**config.mk**
```make
export PLATFORM = sky130hd
export DESIGN_NAME = scancode_to_ascii_decoder
export DESIGN_NICKNAME = d
export VERILOG_FILES = /design/src/hdl/stc_pkg.sv /design/src/hdl/scancode_to_ascii_decoder.sv /design/src/hdl/stc_front.sv /design/src/hdl/stc_lookup.sv
export SDC_FILE = /design/constraint.sdc
export NUM_CORES = 1
export LEC_CHECK = 0
export BUFFER_PORTS_ARGS = -buffer_cell sky130_fd_sc_hd__buf_4
export CAP_MARGIN = 25
export CELL_PAD_IN_SITES_DETAIL_PLACEMENT = 1
export CELL_PAD_IN_SITES_GLOBAL_PLACEMENT = 1
export CORE_MARGIN = 1
export CORE_UTILIZATION = 47
export CTS_BUF_LIST = sky130_fd_sc_hd__clkbuf_2
export CTS_CLUSTER_SIZE = 16
export DETAILED_ROUTE_END_ITERATION = 6
export MAX_ROUTING_LAYER = met4
export PLACE_DENSITY_LB_ADDON = 0.1
export SLEW_MARGIN = 20
export SYNTH_ARGS = -nofsm -noshare
export SYNTH_HDL_FRONTEND = slang
export SYNTH_SLANG_ARGS = --single-unit
export TNS_END_PERCENT = 30
```
**constraint.sdc**
```tcl
create_clock -name clk -period 8.4 [get_ports clk]
set_clock_uncertainty 0.15 [all_clocks]
set_input_delay 1.26 -clock clk [delete_from_list [all_inputs] [get_ports clk]]
set_output_delay 1.26 -clock clk [all_outputs]
set_load 0.05 [all_outputs]
```
**src/hdl/stc_pkg.sv**
```systemverilog
// Shared types, constants and lookup tables for the scancode decoder.
// Depends on nothing; every other file of the block imports it.
package stc_pkg;

	// Special set-1 scancodes.
	localparam logic [7:0] CODE_EXT_PREFIX = 8'hE0;
	localparam logic [7:0] CODE_LSHIFT_MK  = 8'h2A;
	localparam logic [7:0] CODE_RSHIFT_MK  = 8'h36;
	localparam logic [7:0] CODE_LSHIFT_BK  = 8'hAA;
	localparam logic [7:0] CODE_RSHIFT_BK  = 8'hB6;
	localparam logic [7:0] CODE_CAPS_MK    = 8'h3A;

	// LED mask sent with the keyboard "set LEDs" command.
	localparam logic [2:0] LED_CAPS_ON  = 3'd4;
	localparam logic [2:0] LED_CAPS_OFF = 3'd0;

	// Number of make codes covered by the character tables.
	localparam int unsigned TABLE_LEN = 84;

	localparam logic [6:0] PLAIN_MAP [0:TABLE_LEN-1] = '{
		7'h00, 7'h1B, 7'h31, 7'h32, 7'h33, 7'h34, 7'h35, 7'h36,
		7'h37, 7'h38, 7'h39, 7'h30, 7'h2D, 7'h3D, 7'h08, 7'h09,
		7'h71, 7'h77, 7'h65, 7'h72, 7'h74, 7'h79, 7'h75, 7'h69,
		7'h6F, 7'h70, 7'h5B, 7'h5D, 7'h0A, 7'h00, 7'h61, 7'h73,
		7'h64, 7'h66, 7'h67, 7'h68, 7'h6A, 7'h6B, 7'h6C, 7'h3B,
		7'h27, 7'h60, 7'h00, 7'h5C, 7'h7A, 7'h78, 7'h63, 7'h76,
		7'h62, 7'h6E, 7'h6D, 7'h2C, 7'h2E, 7'h2F, 7'h00, 7'h2A,
		7'h00, 7'h20, 7'h00, 7'h00, 7'h00, 7'h00, 7'h00, 7'h00,
		7'h00, 7'h00, 7'h00, 7'h00, 7'h00, 7'h00, 7'h00, 7'h00,
		7'h00, 7'h00, 7'h00, 7'h00, 7'h00, 7'h00, 7'h00, 7'h00,
		7'h00, 7'h00, 7'h30, 7'h7F
	};

	localparam logic [6:0] UPPER_MAP [0:TABLE_LEN-1] = '{
		7'h00, 7'h1B, 7'h21, 7'h40, 7'h23, 7'h24, 7'h25, 7'h5E,
		7'h26, 7'h2A, 7'h28, 7'h29, 7'h5F, 7'h2B, 7'h08, 7'h09,
		7'h51, 7'h57, 7'h45, 7'h52, 7'h54, 7'h59, 7'h55, 7'h49,
		7'h4F, 7'h50, 7'h7B, 7'h7D, 7'h0A, 7'h00, 7'h41, 7'h53,
		7'h44, 7'h46, 7'h47, 7'h48, 7'h4A, 7'h4B, 7'h4C, 7'h3A,
		7'h22, 7'h7E, 7'h00, 7'h7C, 7'h5A, 7'h58, 7'h43, 7'h56,
		7'h42, 7'h4E, 7'h4D, 7'h3C, 7'h3E, 7'h3F, 7'h00, 7'h2A,
		7'h00, 7'h20, 7'h00, 7'h00, 7'h00, 7'h00, 7'h00, 7'h00,
		7'h00, 7'h00, 7'h00, 7'h00, 7'h00, 7'h00, 7'h00, 7'h37,
		7'h38, 7'h39, 7'h00, 7'h34, 7'h35, 7'h36, 7'h00, 7'h31,
		7'h32, 7'h33, 7'h30, 7'h7F
	};

	// One scancode together with the keyboard flags that applied to it.
	typedef struct packed {
		logic [7:0] code;
		logic       upper;
		logic       ext;
		logic       led_write;
		logic [2:0] led_mask;
	} stc_stage_t;

	// One decoded result.
	typedef struct packed {
		logic [6:0] ascii_char;
		logic       led_write;
		logic [2:0] led_mask;
	} stc_result_t;

	// Table read; make codes past the tables give no character.
	function automatic logic [6:0] map_lookup(input logic [6:0] idx, input logic upper);
		logic [6:0] res;
		res = 7'h00;
		if (32'(idx) < TABLE_LEN) begin
			res = upper ? UPPER_MAP[idx] : PLAIN_MAP[idx];
		end
		return res;
	endfunction

endpackage

```
**src/hdl/scancode_to_ascii_decoder.sv**
```systemverilog
// Top level of the set-1 scancode to ASCII decoder: pipeline control and result register.
// Depends on stc_pkg, stc_front and stc_lookup.
//
// Every scancode beat gives exactly one result beat: an ASCII character (0 for none) and a
// request to send the keyboard LED command with its mask when caps lock toggles. The input
// register captures the code with the keyboard flags, the table lookup runs between the two
// registers, and the result register presents it. A new beat is accepted every cycle while
// results are taken; the result register and the input stage together hold two beats, so a
// stalled output fills both before in_ready falls.
module scancode_to_ascii_decoder
	import stc_pkg::*;
(
	input  logic       clk,
	input  logic       arst_n,
	input  logic       in_valid,
	output logic       in_ready,
	input  logic [7:0] scan_code,
	output logic       out_valid,
	input  logic       out_ready,
	output logic [6:0] ascii_char,
	output logic       led_write,
	output logic [2:0] led_mask
);

	stc_stage_t  stage_s1;
	stc_result_t result;
	stc_result_t result_q;
	logic        valid_s1;
	logic        out_valid_q;
	logic        accept;
	logic        advance;

	// Handshake: stage one moves on when the result register is free or being emptied.
	assign advance  = valid_s1 && (!out_valid_q || out_ready);
	assign in_ready = !valid_s1 || advance;
	assign accept   = in_valid && in_ready;

	stc_front u_front (
		.clk       (clk),
		.arst_n    (arst_n),
		.accept    (accept),
		.scan_code (scan_code),
		.stage_s1  (stage_s1)
	);

	stc_lookup u_lookup (
		.stage_s1 (stage_s1),
		.result   (result)
	);

	// Valid flags of both stages.
	always_ff @(posedge clk or negedge arst_n) begin
		if (!arst_n) begin
			valid_s1    <= 1'b0;
			out_valid_q <= 1'b0;
		end else begin
			if (accept) begin
				valid_s1 <= 1'b1;
			end else if (advance) begin
				valid_s1 <= 1'b0;
			end
			if (advance) begin
				out_valid_q <= 1'b1;
			end else if (out_ready) begin
				out_valid_q <= 1'b0;
			end
		end
	end

	// Result register.
	always_ff @(posedge clk) begin
		if (advance) begin
			result_q <= result;
		end
	end

	assign out_valid  = out_valid_q;
	assign ascii_char = result_q.ascii_char;
	assign led_write  = result_q.led_write;
	assign led_mask   = result_q.led_mask;

endmodule

```
**src/hdl/stc_front.sv**
```systemverilog
// Input stage: keyboard flag registers and the stage-one beat register.
// Depends on stc_pkg.
module stc_front
	import stc_pkg::*;
(
	input  logic       clk,
	input  logic       arst_n,
	input  logic       accept,
	input  logic [7:0] scan_code,
	output stc_stage_t stage_s1
);

	logic ext_q;
	logic lshift_q;
	logic rshift_q;
	logic caps_q;
	logic caps_next;
	logic is_special;

	// Shift and caps codes act on their flags whatever the prefix state.
	assign is_special = (scan_code == CODE_EXT_PREFIX) || (scan_code == CODE_LSHIFT_MK)
		|| (scan_code == CODE_RSHIFT_MK) || (scan_code == CODE_LSHIFT_BK)
		|| (scan_code == CODE_RSHIFT_BK) || (scan_code == CODE_CAPS_MK);
	assign caps_next = caps_q ^ (scan_code == CODE_CAPS_MK);

	// Flag update on every accepted beat.
	always_ff @(posedge clk or negedge arst_n) begin
		if (!arst_n) begin
			ext_q    <= 1'b0;
			lshift_q <= 1'b0;
			rshift_q <= 1'b0;
			caps_q   <= 1'b0;
		end else if (accept) begin
			case (scan_code)
				CODE_EXT_PREFIX: ext_q <= 1'b1;
				CODE_LSHIFT_MK:  lshift_q <= 1'b1;
				CODE_RSHIFT_MK:  rshift_q <= 1'b1;
				CODE_LSHIFT_BK:  lshift_q <= 1'b0;
				CODE_RSHIFT_BK:  rshift_q <= 1'b0;
				CODE_CAPS_MK:    caps_q <= caps_next;
				default:         ext_q <= 1'b0;
			endcase
		end
	end

	// Capture the code with the flags as they stood before this beat; the LED mask takes the new caps state.
	always_ff @(posedge clk) begin
		if (accept) begin
			stage_s1.code      <= scan_code;
			stage_s1.upper     <= (lshift_q | rshift_q) ^ caps_q;
			stage_s1.ext       <= ext_q & ~is_special;
			stage_s1.led_write <= (scan_code == CODE_CAPS_MK);
			stage_s1.led_mask  <= ((scan_code == CODE_CAPS_MK) && caps_next)
				? LED_CAPS_ON : LED_CAPS_OFF;
		end
	end

endmodule

```
**src/hdl/stc_lookup.sv**
```systemverilog
// Character decode: selects a table entry or no character for one beat.
// Depends on stc_pkg.
module stc_lookup
	import stc_pkg::*;
(
	input  stc_stage_t  stage_s1,
	output stc_result_t result
);

	logic no_char;

	// Prefix, shift, caps, discarded and release codes give no character.
	assign no_char = stage_s1.ext || stage_s1.code[7]
		|| (stage_s1.code == CODE_LSHIFT_MK) || (stage_s1.code == CODE_RSHIFT_MK)
		|| (stage_s1.code == CODE_CAPS_MK);

	always_comb begin
		result.ascii_char = no_char ? 7'h00
			: map_lookup(stage_s1.code[6:0], stage_s1.upper);
		result.led_write  = stage_s1.led_write;
		result.led_mask   = stage_s1.led_mask;
	end

endmodule

```
==> results.md <==
- Outcome: complete, no violations
- Worst EP arrival: 1.78 ns
- Vias in the first global route: 2,097
- R2R depth: 7
- VDD IR-drop max: 0.08989 mV
- Worst setup path class: primary input to output port
- RSZ-0062 raised after global routing: no
- Area share of the largest cell type after synthesis: 26.43%
- # resized after CTS: 0
- Fin crit period: 3.192 ns
- Critical R2R Launch: u_front.stage_s1[7]
- CTS Root Cell: clkbuf_2
- Worst skew pair latency: 0.38 ns
- Crit. End Element: output port
- Fraction of layout cells with a size suffix above 1: 13.67%
- Combinational share of power: 34.8%
- Leakage: 0.9638 nW
- Crit path from: out_ready
- FF-to-FF setup slack: 5.23 ns
- Max Root-Sink Buffers: 2
- PD cells: 132.9 nW/um^2
- Nets@finish: 305
- Routed WL per cell: 21.26 um
- Chip width: 73.25 um
- Final setup violation count: 0
- Chip Height: 73.25 um
- Synth top cells by count: o21ai_0, edfxtp_1, nand2_1, a21oi_1, nor2_1
- Synthesized area per cell: 8.740 um^2
- Ys async rst share: 22.22%
- Gr usage total: 29.03%
- Setup crit start kind: primary input
- Post-place setup slack: 5.199 ns
- Cell Int Power: 0.0002062 W
- Reg clk slew, reported paths: 0.27 ns
- Net Switching: 0.0001304 W
- Top post-synthesis cells by area: edfxtp_1, ha_1, dfrtp_1
- Initial DRC count: 211
- Yosys Warn Count: 0
- Worst Path Max Fanout: 3
- TritonRoute pass-1 iters: 4
- Worst EP required: 6.99 ns
- Setup ws final: 5.208 ns
- Worst flop-to-flop path endpoint: ascii_char[2]
- Port Buf Inserts: 22
- Max-Cap Viols: 0
- Hold Crit Class: flip-flop to flip-flop
- Row Count: 25
- Setup_tns: 0 ns
- Synthesized instance count: 273
- First-pass GRT wire length: 11.17 mm
- Area leader, netlist: edfxtp_1
- Post-synth EDFFs: 21
- Remaining global-route overflow: 0
- DRC: 0
- Synth unique cells: 59
- Detail Placement HPWL: 5.238 mm
- Via/cell ratio: 6.513
- Slew HR: 41.36%
- Upper clock frequency limit: 0.3133 GHz
- DR vias: 2,247
- Total CTS buffers: 3
- Clock sinks: 27
- H-Tree Depth: 1
- Initial Utilization: 49.53%
- Switching portion of total power: 38.73%
- Die area: 5366 um^2
- CTS tree: yes
- Clock Power Share: 15.4%
- Max-slew violations: 0
- Core area: 4817 um^2
- Fin crit share: 38.00%
- Crit path capture: in_ready
- Hold_buf cts: 0
- Global placer's final weighted congestion: 0.9729
- # diodes: 0
- Fin. Hold Viols: 0
- Sequential fraction of the synthesis area: 32.72%
- Synthesis-to-finish area growth: 6.188%
- Post-CTS Setup Inserts: 0
- Pin count of the biggest net entering global routing: 48
- Routed WL: 7.333 mm
- Register bit total from synthesis: 27
- Synth Flop Type: edfxtp_1
- Measured slew at the worst slew-check pin: 0.8796 ns
- Post-DRT Antenna Nets: 0
- Mapped cell area: 2386 um^2
- I/O pin cnt: 25
- Count leader, synth: o21ai_0
- Sequential power share: 49.8%
- Initial antenna violation count: 0
## state kept, by name, indices dropped and copies added (netlist names)
signal,cells
u_front.caps_q,1
u_front.ext_q,1
led_mask,1
led_write,1
ascii_char,7
valid_s1,1
out_valid,1
u_front.lshift_q,1
u_front.rshift_q,1
u_front.stage_s1,12
## worst max-delay path: stages
cell and delay (ns):
buf_4 0.11, nand3b_1 0.19, buf_4 0.22
## routing by layer
layer,track usage (%),share of wire [%]
met5,-,0
met4,6.318,1.3
met3,5.624,6.0
met2,45.88,48
met1,38.65,45
## cell families after synthesis
family | after synthesis | share of synthesized area (%)
mux | 8 | 3.513
compound gates | 97 | 27.53
other cells | 1 | 0.1572
fa+ha+maj | 14 | 7.341
flops | 27 | 32.72
buf+inv | 36 | 8.023
simple gates | 89 | 20.35
xor+xnor | 1 | 0.3671
## through the flow
stage          cell area [um^2]  total power [W]  utilization (%)  hold WS [ns]  instances
5_1_grt                    2534        0.0003510            52.60        0.3359        345
6_report                   2534        0.0003366            52.60        0.3247        345
3_5_place_dp               2511        0.0002855            52.13        0.2646        341
4_1_cts                    2534        0.0003368            52.60        0.3215        345
2_1_floorplan              2390        0.0002521                -        0.2503        274
3_3_place_gp               2511        0.0002811            52.13        0.2565        341
## cell usage in the layout, fill, tap and decap left out, types with 2 or more instances in the layout
| master | n |
|---|---|
| clkbuf_2 | 3 |
| a221oi_1 | 3 |
| nor2b_1 | 8 |
| or3_1 | 2 |
| o2111ai_1 | 3 |
| mux2_2 | 3 |
| mux2i_1 | 5 |
| a31oi_1 | 7 |
| and2_1 | 3 |
| nand3b_1 | 4 |
| dfrtp_1 | 6 |
| nand2_1 | 18 |
| o21ai_0 | 22 |
| o31ai_1 | 3 |
| o311ai_0 | 3 |
| a21oi_1 | 17 |
| nand3_1 | 9 |
| and4b_1 | 3 |
| a211oi_1 | 8 |
| edfxtp_1 | 21 |
| nor4_1 | 2 |
| o221ai_1 | 2 |
| o311ai_1 | 3 |
| a311oi_1 | 2 |
| a21o_1 | 2 |
| o21a_1 | 2 |
| inv_2 | 3 |
| nor3_1 | 4 |
| conb_1 | 2 |
| nor2_1 | 16 |
| buf_4 | 25 |
| a211o_1 | 4 |
| nand4_1 | 2 |
| ha_1 | 14 |
| o211ai_1 | 3 |
| inv_1 | 8 |
| o22ai_1 | 2 |
| nand2b_1 | 11 |
| nor3b_1 | 2 |
## worst min path at each step
stage | start | end | slack, ns | cells after the start
2_1_floorplan | u_front.stage_s1[2] | led_mask[2] | 0.25 | 0
3_5_place_dp | u_front.stage_s1[3] | led_write | 0.26 | 0
4_1_cts | u_front.stage_s1[3] | led_write | 0.32 | 0
5_1_grt | u_front.stage_s1[3] | led_write | 0.34 | 0
3_3_place_gp | u_front.stage_s1[3] | led_write | 0.26 | 0
6_report | u_front.stage_s1[3] | led_write | 0.32 | 0
## cell type report
class                           count  area [um^2]
Clock inverter                      1        7.507
Clock buffer                        3        15.01
Tap cell                           67        83.83
Multi-Input combinational cell    211         1418
Fill cell                         606         2283
Inverter                           11        41.29
Sequential cell                    27        780.7
Timing Repair Buffer               25        187.7
## power groups by stage
stage                     sequential, W  combinational (W)  clock (W)
after floorplan                0.000177          0.0000756          0
after global placement         0.000169           0.000112          0
after detailed placement       0.000170           0.000115          0
after CTS                      0.000167           0.000116  0.0000538
after global routing           0.000169           0.000125  0.0000570
final                          0.000168           0.000117  0.0000520
Power figures use the tool's default switching activity.
